$ cat src/hw/rtl/lru_set_assoc_cache_sim_assert.svh
// Assertion macros for the LRU set-associative cache model block.
`ifndef LRU_SET_ASSOC_CACHE_SIM_ASSERT_SVH
`define LRU_SET_ASSOC_CACHE_SIM_ASSERT_SVH

// Same-cycle implication, disabled while reset is asserted.
`define LSAC_ASSERT_NOW(label, ante, cons, msg) \
	label: assert property (@(posedge clk) disable iff (!arst_n) (ante) |-> (cons)) \
		else $error(msg);

// Next-cycle implication, disabled while reset is asserted.
`define LSAC_ASSERT_NEXT(label, ante, cons, msg) \
	label: assert property (@(posedge clk) disable iff (!arst_n) (ante) |=> (cons)) \
		else $error(msg);

`endif

$ cat src/hw/rtl/lsac_pkg.sv
// Shared types and constants for the LRU set-associative cache model block.
`default_nettype none

package lsac_pkg;

	localparam int MAX_SET_BITS = 6;
	localparam int MAX_WAYS     = 8;
	localparam int ADDR_WIDTH   = 64;

	localparam int NUM_SETS  = 1 << MAX_SET_BITS;
	localparam int SET_IDX_W = (MAX_SET_BITS > 0) ? MAX_SET_BITS : 1;
	localparam int WAY_W     = (MAX_WAYS > 1) ? $clog2(MAX_WAYS) : 1;
	localparam int SB_W      = 4;   // holds an effective set-bit count up to 6
	localparam int SHIFT_W   = 7;   // set bits plus block bits, up to 69
	localparam int AGE_W     = 3;
	localparam int CNT_W     = 32;
	localparam int PADDR_W   = 4;
	localparam int PDATA_W   = 32;

	localparam logic [AGE_W-1:0] AGE_TOP = '1;

	// operation codes
	localparam logic [1:0] OP_LOAD   = 2'd0;
	localparam logic [1:0] OP_STORE  = 2'd1;
	localparam logic [1:0] OP_MODIFY = 2'd2;

	// outcome codes
	localparam logic [1:0] OUTCOME_HIT   = 2'd0;
	localparam logic [1:0] OUTCOME_MISS  = 2'd1;
	localparam logic [1:0] OUTCOME_EVICT = 2'd2;

	// register indexes (paddr[3:2])
	localparam logic [1:0] REG_SET_BITS   = 2'd0;
	localparam logic [1:0] REG_BLOCK_BITS = 2'd1;
	localparam logic [1:0] REG_WAYS       = 2'd2;

	typedef struct packed {
		logic [1:0]  operation;
		logic [63:0] address;
	} req_t;

	typedef struct packed {
		logic [1:0]       outcome;
		logic             extra_hit;
		logic [CNT_W-1:0] hit_count;
		logic [CNT_W-1:0] miss_count;
		logic [CNT_W-1:0] eviction_count;
	} res_t;

	typedef struct packed {
		logic [2:0] set_bits;
		logic [5:0] block_bits;
		logic [3:0] ways_in_use;
	} cfg_t;

	// one set: all ways side by side
	typedef struct packed {
		logic [MAX_WAYS-1:0]                 valid;
		logic [MAX_WAYS-1:0][AGE_W-1:0]      age;
		logic [MAX_WAYS-1:0][ADDR_WIDTH-1:0] tag;
	} row_t;

	typedef struct packed {
		logic lookup;   // take the request, read its set
		logic commit;   // resolve, write the set back, launch the result
	} cmd_t;

	typedef struct packed {
		logic out_free; // output register can take a result this cycle
	} status_t;

	typedef enum logic {
		ST_IDLE,
		ST_UPDATE
	} state_t;

endpackage

`default_nettype wire

$ cat src/hw/rtl/lsac_regs.sv
// APB configuration registers: set bits, block bits, ways in use.
`default_nettype none

module lsac_regs (
	input  wire logic                        clk,
	input  wire logic                        arst_n,
	input  wire logic                        psel,
	input  wire logic                        penable,
	input  wire logic                        pwrite,
	input  wire logic [lsac_pkg::PADDR_W-1:0] paddr,
	input  wire logic [lsac_pkg::PDATA_W-1:0] pwdata,
	output logic      [lsac_pkg::PDATA_W-1:0] prdata,
	output logic                             pready,
	output lsac_pkg::cfg_t                   cfg
);
	import lsac_pkg::*;

	cfg_t       cfg_q;
	logic       wr_en;
	logic [1:0] reg_idx;

	assign pready  = 1'b1;
	assign wr_en   = psel & penable & pwrite;
	assign reg_idx = paddr[3:2];
	assign cfg     = cfg_q;

	always_ff @(posedge clk or negedge arst_n) begin
		if (!arst_n) begin
			cfg_q.set_bits    <= 3'd0;
			cfg_q.block_bits  <= 6'd0;
			cfg_q.ways_in_use <= 4'd1;
		end else if (wr_en) begin
			case (reg_idx)
				REG_SET_BITS:   cfg_q.set_bits    <= pwdata[2:0];
				REG_BLOCK_BITS: cfg_q.block_bits  <= pwdata[5:0];
				REG_WAYS:       cfg_q.ways_in_use <= pwdata[3:0];
				default: ;
			endcase
		end
	end

	always_comb begin
		case (reg_idx)
			REG_SET_BITS:   prdata = PDATA_W'(cfg_q.set_bits);
			REG_BLOCK_BITS: prdata = PDATA_W'(cfg_q.block_bits);
			REG_WAYS:       prdata = PDATA_W'(cfg_q.ways_in_use);
			default:        prdata = '0;
		endcase
	end

endmodule

`default_nettype wire

$ cat config.mk
export PLATFORM = sky130hd
export DESIGN_NAME = lsac_regs
export DESIGN_NICKNAME = d
export VERILOG_FILES = /design/src/hw/rtl/lru_set_assoc_cache_sim_assert.svh /design/src/hw/rtl/lsac_pkg.sv /design/src/hw/rtl/lsac_regs.sv
export SDC_FILE = /design/constraint.sdc
export NUM_CORES = 1
export LEC_CHECK = 0
export BUFFER_PORTS_ARGS = -buffer_cell sky130_fd_sc_hd__buf_2
export CAP_MARGIN = 15
export CORE_MARGIN = 5
export CORE_UTILIZATION = 36
export CTS_BUF_LIST = sky130_fd_sc_hd__clkbuf_2
export CTS_CLUSTER_DIAMETER = 150
export DETAILED_ROUTE_END_ITERATION = 10
export PLACE_DENSITY_LB_ADDON = 0.12
export SYNTH_ARGS = -nofsm -noshare
export SYNTH_HDL_FRONTEND = slang
export SYNTH_SLANG_ARGS = --single-unit
$ cat constraint.sdc
create_clock -name clk -period 1.11 [get_ports clk]
set_input_delay 0.222 -clock clk [delete_from_list [all_inputs] [get_ports clk]]
set_output_delay 0.222 -clock clk [all_outputs]
set_load 0.01 [all_outputs]
==> metrics.yaml, run 1 <==
clock_tree:
  cts_tree: "done"
  clkLatencyLatePin_ns: 0.27
  cts.sinks: 13
  cts_buffer_depth: 2
  cts_buffers: 3
  cts_htree_levels: 1
  path_clk_slew_ns: 0.13
  cts-root-buf: "clkbuf_2"
detailed_routing:
  routed-via-count: 594
  drc: 0
  wl_mm: 1.72
  drt_pass1_iterations: 3
  wl_per_cell_um: 11.7
  drt_first_iter_violations: 2
  viasPerCell: 4.04
  drtAntennaViolNets: 0
placed_design:
  placement.io_buffers: 31
  dp_hpwl_mm: 1.37
  place_area_sq_um: 977
  gp_congestion: 0.688
sta:
  fin_crit_ns: 1.31
  max_freq_mhz: 762
  slew_viol_final: 0
  hold_viol: 0
  post-route-period-util: 1.18
  setup_slack_ns: -0.202
  rsz0062_at_grt: "true"
  hold_slack_ns: 0.181
  final.setup_skew_ns: 0
  tns_ns: -0.871
  setup_viol: 10
finish:
  diodes: 0
  largest_register_ffs: 13
  drive_above_1_share: 0.538
  fin_nets: 161
  syn_to_final_growth_pct: 29.2
  fin_util: 0.485
  design_area_sq_mm: 0.00107
  layout_common_cells: "conb_1, buf_2, dfrtp_1, mux2_2, buf_4"
outcome:
  status: "complete, but fails checks"
  violations: "negative setup slack"
grt:
  grt_pass1_wl_mm: 2.81
  overflow: 0
  grt_max_degree: 14
  met1_usage: 0.133
  grtUsageTotal: 0.112
  grt_pass1_vias: 637
  grt.met3_usage: 0.0468
  antenna_found_initial: 0
  use_met2: 0.185
  grt.busiest_layer: "met2"
min_path:
  hold_class: "in -> reg"
power_and_ir_drop:
  p_per_area_mw_per_mm2: 1430
  p_leak_nw: 0.594
  ir_drop_mv: 0.941
  fin_total_pwr_mw: 1.54
floorplan:
  rows: 17
  die-area_sq_mm: 0.00337
  io_pins: 87
  fp.dieH_um: 58.0
  coreArea_sq_mm: 0.00221
  die-width_um: 58.0
  start_util: 0.376
yosys:
  yosysWarnings: 0
  syn_area_per_cell_sq_um: 11.2
  synth_cell_types: 17
  synth_seq_cells: 13
  synth_area_sq_um: 831
  synth_seq_area_share: 0.393
  synth_cells: 74
setup_path:
  crit_type: "reg -> out"
  arrival_ns: 1.09
  start_kind: "flip-flop"
  end_kind: "output port"
  path_max_fanout: 2
  crit_required_ns: 0.89
job:
  maxCapViolCount: 0
stage by stage:
| stage | setup slack [ns] | instances |
|---|---|---|
| floorplan | -0.0523 | 99 |
| global placement | -0.194 | 138 |
| detailed placement | -0.203 | 138 |
| CTS | -0.235 | 147 |
| global route | -0.289 | 147 |
| finish | -0.202 | 147 |
worst paths after layout:
path	startpoint	endpoint	slack [ns]	cells past startpoint
worst max-delay path	cfg[0]	prdata[0]	-0.20	3
worst min-delay path	pwdata[4]	cfg[8]	0.18	2
worst max register to register	cfg[6]	cfg[6]	0.23	2
worst min register to register	cfg[9]	cfg[9]	0.54	1
max in group asynchronous	arst_n	cfg[0]	0.48	2
min in group asynchronous	arst_n	cfg[6]	0.35	2
worst max-delay path, stage by stage (launching register included):
cell	delay, ns
dfstp_2	0.55
nand2_1	0.04
o21ai_1	0.07
buf_2	0.15
synth_stat cells, drive strengths merged:
| master | instances | area, sq um |
|---|---|---|
| conb | 2 | 7.51 |
| and2 | 2 | 12.5 |
| mux2 | 13 | 161 |
| dfrtp | 12 | 300 |
| and2b | 1 | 7.51 |
| nor2b | 1 | 6.26 |
| buf | 28 | 210 |
| mux2i | 3 | 30.0 |
| nand3 | 1 | 5.00 |
| or3b | 1 | 11.3 |
| o21ai | 3 | 15.0 |
| nand2 | 3 | 11.3 |
| dfstp | 1 | 26.3 |
| nor3 | 1 | 5.00 |
| a22o | 1 | 8.76 |
| nor3b | 1 | 12.5 |
where the power goes:
part	internal (mW)	total [mW]	switching [mW]
combinational	0.350	0.624	0.274
clock	0.0956	0.249	0.154
sequential	0.589	0.664	0.0742
total	1.03	1.54	0.502
layout make-up:
type                            instances  area, sq um
Clock buffer                            4         20.0
Fill cell                             221         1140
Multi-Input combinational cell         58          400
Sequential cell                        13          327
Tap cell                               28         35.0
Timing Repair Buffer                   44          292
repair_timing:
item,4_1_cts,5_1_grt
hold endpoints to repair,12,0
cloned,0,0
gates resized for setup,6,5
endpoints found under the setup margin,7,16
setup buffers,4,1
hold buffers,1,0
cells by family after synthesis:
family / Yosys count / synth area share
simple gates: 11 / 0.0858
compound gates: 4 / 0.0286
buf+inv: 28 / 0.253
other cells: 2 / 0.00904
mux: 16 / 0.230
flops: 13 / 0.393
metal layers:
metal / routed length, um / up-vias / share of wire
met5: 0 / - / 0
li1: - / 282 / -
met3: 210 / 2 / 0.12
met1: 694 / 272 / 0.40
met2: 805 / 38 / 0.47
met4: 13 / 0 / 0.0075
Note: power is estimated with default switching activity, not from simulation.
==> run 2: changes to the inputs <==
--- a/config.mk
+++ b/config.mk
@@ -8,9 +8,9 @@
 export BUFFER_PORTS_ARGS = -buffer_cell sky130_fd_sc_hd__buf_2
 export CAP_MARGIN = 15
 export CORE_MARGIN = 5
-export CORE_UTILIZATION = 36
-export CTS_BUF_LIST = sky130_fd_sc_hd__clkbuf_2
-export CTS_CLUSTER_DIAMETER = 150
+export CORE_UTILIZATION = 38
+export CTS_BUF_LIST = sky130_fd_sc_hd__clkbuf_8
+export CTS_CLUSTER_DIAMETER = 120
 export DETAILED_ROUTE_END_ITERATION = 10
 export PLACE_DENSITY_LB_ADDON = 0.12
 export SYNTH_ARGS = -nofsm -noshare
==> constraint.sdc (replaced) <==
create_clock -name clk -period 1.66 [get_ports clk]
set_input_delay 0.332 -clock clk [delete_from_list [all_inputs] [get_ports clk]]
set_output_delay 0.332 -clock clk [all_outputs]
set_load 0.01 [all_outputs]
==> run 2 against run 1 <==
Compared with the run above: largest cell class unchanged; setup slack improved by 0.38 ns; via count decreased by 7.6%; first-iteration DRC count increased by 100%; utilization decreased by 2.8 points; clock power increased by 10%; combinational power decreased by 48%; sequential share of layout area increased by 2.8 points; the run now ends clean; sequential cell count unchanged; count of clock-buffer cells in the layout decreased by 1; clock skew unchanged; sequential power decreased by 32%.
==> metrics.yaml, run 2 (synthesized netlist as in run 1, its figures left out) <==
detailed_routing:
  wl_mm: 1.69
  viasPerCell: 3.98
  drtAntennaViolNets: 0
  wl_per_cell_um: 12.2
  drt_pass1_iterations: 2
  route.met2.wl_um: 808
  wl_met3_um: 183
  m1WireLength_um: 697
  routed-via-count: 549
  routed.top_layer: "met3"
  drt_first_iter_violations: 4
  drc: 0
placed_design:
  dp_hpwl_mm: 1.35
  post-place-ws_ns: 0.165
  placement.io_buffers: 31
  place_area_sq_um: 927
  gp_congestion: 0.701
finish:
  fillers: 229
  design_area_sq_um: 982
  syn_to_final_growth_pct: 18.2
  layout_common_cells: "buf_2, conb_1, dfrtp_1, mux2_2, mux2_4"
  final_common_cell: "buf_2"
  drive_above_1_share: 0.482
  largest_register_ffs: 13
  diodes: 0
  fin_nets: 152
floorplan:
  rows: 17
  die-area_sq_mm: 0.00322
  io_pins: 87
  coreArea_sq_mm: 0.00215
  start_util: 0.387
  fp.dieH_um: 56.8
  die-width_um: 56.8
sta:
  slew_viol_final: 0
  max_freq_mhz: 675
  final.setup_skew_ns: 0
  rsz0062_at_grt: "false"
  tns_ns: 0
  fin_crit_ns: 1.48
  setup_viol: 0
  post-route-period-util: 0.892
  hold_viol: 0
  setup_slack_ns: 0.179
grt:
  overflow: 0
  grt_pass1_vias: 541
  grt_pass1_wl_mm: 2.54
  grt_max_degree: 14
  grtUsageTotal: 0.102
  antenna_found_initial: 0
min_path:
  hold_class: "in -> reg"
  hold_path_depth: 2
  hp-start: "pwdata[5]"
  whs_endpoint: "cfg[9]"
clock_tree:
  cts_htree_levels: 1
  cts-root-buf: "clkbuf_8"
  clkLatencyLatePin_ns: 0.23
  ctsHoldBuffers: 1
  cts.sinks: 13
  cts_buffers: 3
  postCtsSetupRepairBufs: 0
  cts_tree: "done"
  post_cts_resized: 0
  path_clk_slew_ns: 0.06
  cts_buffer_depth: 2
power_and_ir_drop:
  fin_total_pwr_mw: 1.05
  p_leak_nw: 0.549
  p_per_area_mw_per_mm2: 1070
  ir_drop_mv: 0.511
outcome:
  status: "finished clean"
setup_path:
  ff2ff_path_depth: 1
  start_kind: "input port"
  arrival_ns: 1.15
  crit_required_ns: 1.33
  path_max_fanout: 8
  timing.rr.start: "cfg[8]"
  r2r-end: "cfg[8]"
  r2r_slack_ns: 0.89
  end_kind: "output port"
  crit_type: "in -> out"
job:
  maxCapViolCount: 0
## run 2: changes by cell type in the layout (fill, tap and decap cells not counted)
cell,before,now
buf_6,7,0
o21ai_0,0,3
nand3_4,1,0
clkbuf_8,0,3
buf_2,27,31
buf_4,9,3
inv_1,0,1
o21ai_1,3,0
nand3_1,0,1
clkbuf_2,4,0
## run 2: per-layer routing
metal	GRT usage	up-vias
met1	0.129	255
met3	0.0276	0
met5	0	-
met2	0.168	31
met4	0.0298	0
li1	-	263
## run 2: how the worst max path moves through the flow
stage / start / end
floorplan: paddr[2] / cfg[1]
CTS: paddr[3] / prdata[3]
global route: paddr[3] / prdata[0]
finish: paddr[3] / prdata[2]
global placement: paddr[3] / prdata[2]
detailed placement: penable / cfg[10]
## run 2: final cells by class
class,instances,area (sq um),area share
Tap cell,28,35.0,0.0357
Multi-Input combinational cell,58,388,0.395
Clock inverter,1,3.75,0.00382
Timing Repair Buffer,35,188,0.191
Sequential cell,13,327,0.332
Clock buffer,3,41.3,0.0420
## run 2: worst max-delay path, stage by stage
cell and delay [ns]:
buf_2 0.16, nor2b_1 0.33, nand2_1 0.08, o21ai_0 0.08, buf_2 0.16
## run 2: metrics by stage
step	hold WS, ns	utilization	std cells
6_report	0.323	0.457	138
4_1_cts	0.319	0.457	138
5_1_grt	0.334	0.457	138
3_5_place_dp	0.242	0.432	133
3_3_place_gp	0.239	0.432	133
2_1_floorplan	0.0364	-	99
## run 2: power by group
| group | internal [mW] | switching, mW | leakage, nW |
|---|---|---|---|
| sequential | 0.396 | 0.0532 | 0.158 |
| clock | 0.163 | 0.112 | 0.0269 |
| combinational | 0.162 | 0.163 | 0.364 |
| total | 0.721 | 0.328 | 0.549 |
==> run 3: changes to the inputs <==
--- a/config.mk
+++ b/config.mk
@@ -7,7 +7,7 @@
 export LEC_CHECK = 0
 export BUFFER_PORTS_ARGS = -buffer_cell sky130_fd_sc_hd__buf_2
 export CAP_MARGIN = 15
-export CORE_MARGIN = 5
+export CORE_MARGIN = 1.5
 export CORE_UTILIZATION = 38
 export CTS_BUF_LIST = sky130_fd_sc_hd__clkbuf_8
 export CTS_CLUSTER_DIAMETER = 120
==> run 3 against run 2 <==
Compared with the run above: non-clock buffer count grew 1; global-route usage is 2.8 points higher; clock power about the same; final cell count unchanged; critical endpoint is now prdata[0]; largest power group unchanged; highest routed layer unchanged.
==> metrics.yaml, run 3 (synthesized netlist as in run 1, its figures left out) <==
placed_design:
  place_area_sq_um: 933
  dp_hpwl_mm: 1.17
  post-place-ws_ns: 0.184
  dp.cells: 133
  placement.io_buffers: 31
  gp_congestion: 0.631
power_and_ir_drop:
  ir_drop_mv: 0.503
  fin_total_pwr_mw: 1.04
  p_leak_nw: 0.554
  p_per_area_mw_per_mm2: 1050
clock_tree:
  path_clk_slew_ns: 0.05
  cts.sinks: 13
  cts_buffer_depth: 2
  cts_buffers: 3
  postCtsSetupRepairBufs: 0
  cts_htree_levels: 1
  cts-root-buf: "clkbuf_8"
  clkLatencyLatePin_ns: 0.24
  cts_tree: "done"
  post_cts_resized: 0
setup_path:
  r2r-end: "cfg[8]"
  crit_type: "in -> out"
  arrival_ns: 1.14
  ff2ff_path_depth: 1
  timing.rr.start: "cfg[8]"
  start_kind: "input port"
  r2r_slack_ns: 0.89
  path_max_fanout: 8
  crit_required_ns: 1.33
  end_kind: "output port"
detailed_routing:
  wl_mm: 1.44
  viasPerCell: 4.12
  drc: 0
  drtAntennaViolNets: 0
  wl_per_cell_um: 10.4
  drt_pass1_iterations: 3
  drt_first_iter_violations: 4
  routed-via-count: 568
sta:
  setup_slack_ns: 0.191
  slew_viol_final: 0
  setup_viol: 0
  hold_viol: 0
  final.setup_skew_ns: 0
  max_freq_mhz: 681
  post-route-period-util: 0.885
  tns_ns: 0
  fin_crit_ns: 1.47
  rsz0062_at_grt: "false"
min_path:
  hold_path_depth: 2
  hold_class: "in -> reg"
  hp-start: "pwdata[5]"
  whs_endpoint: "cfg[9]"
finish:
  design_area_sq_um: 988
  syn_to_final_growth_pct: 19.0
  layout_common_cells: "buf_2, conb_1, dfrtp_1, mux2_2"
  drive_above_1_share: 0.486
  largest_register_ffs: 13
  final_common_cell: "buf_2"
  diodes: 0
  final_cells: 138
  fin_nets: 153
floorplan:
  die-area_sq_mm: 0.00248
  start_util: 0.415
  rows: 16
  die-width_um: 49.8
  fp.dieH_um: 49.8
  coreArea_sq_mm: 0.00200
  io_pins: 87
grt:
  grt_pass1_vias: 518
  grt_max_degree: 14
  grtUsageTotal: 0.130
  antenna_found_initial: 0
  overflow: 0
  grt_pass1_wl_mm: 2.41
outcome:
  status: "finished clean"
job:
  maxCapViolCount: 0
-- run 3: layout make-up --
cell class | count | area (sq um)
Fill cell | 216 | 1010
Clock inverter | 1 | 3.75
Sequential cell | 13 | 327
Tap cell | 27 | 33.8
Multi-Input combinational cell | 58 | 388
Timing Repair Buffer | 36 | 195
Clock buffer | 3 | 41.3
-- run 3: worst max-delay path by stage --
stage / cells past startpoint / from / endpoint
2_1_floorplan: 3 / paddr[2] / cfg[1]
3_3_place_gp: 5 / paddr[3] / prdata[0]
3_5_place_dp: 5 / paddr[3] / prdata[2]
4_1_cts: 5 / paddr[3] / prdata[0]
5_1_grt: 5 / paddr[3] / prdata[0]
6_report: 5 / paddr[3] / prdata[0]
-- run 3: timing repair --
| item | CTS | global route |
|---|---|---|
| hold buffers | 1 | 0 |
| setup endpoints to repair | 0 | 0 |
| hold endpoints to repair | 12 | 0 |
-- run 3: layer usage --
layer | global-route usage | share of wire
met2 | 0.202 | 0.50
met3 | 0.0515 | 0.094
met5 | 0 | 0
met4 | 0.0278 | 0
met1 | 0.170 | 0.40
-- run 3: critical path, cell delays in order --
cell     delay, ns
buf_2         0.15
nor2b_1       0.33
nand2_1       0.08
o21ai_0       0.08
buf_2         0.16
-- run 3: where the power goes --
group / internal [mW] / total (mW) / switching, mW
clock: 0.163 / 0.273 / 0.110
combinational: 0.162 / 0.320 / 0.158
sequential: 0.396 / 0.448 / 0.0522
-- run 3: stage by stage --
stage / hold slack (ns) / utilization
CTS: 0.321 / 0.494
global placement: 0.241 / 0.466
detailed placement: 0.240 / 0.466
global route: 0.334 / 0.494
finish: 0.324 / 0.494
floorplan: 0.0364 / -
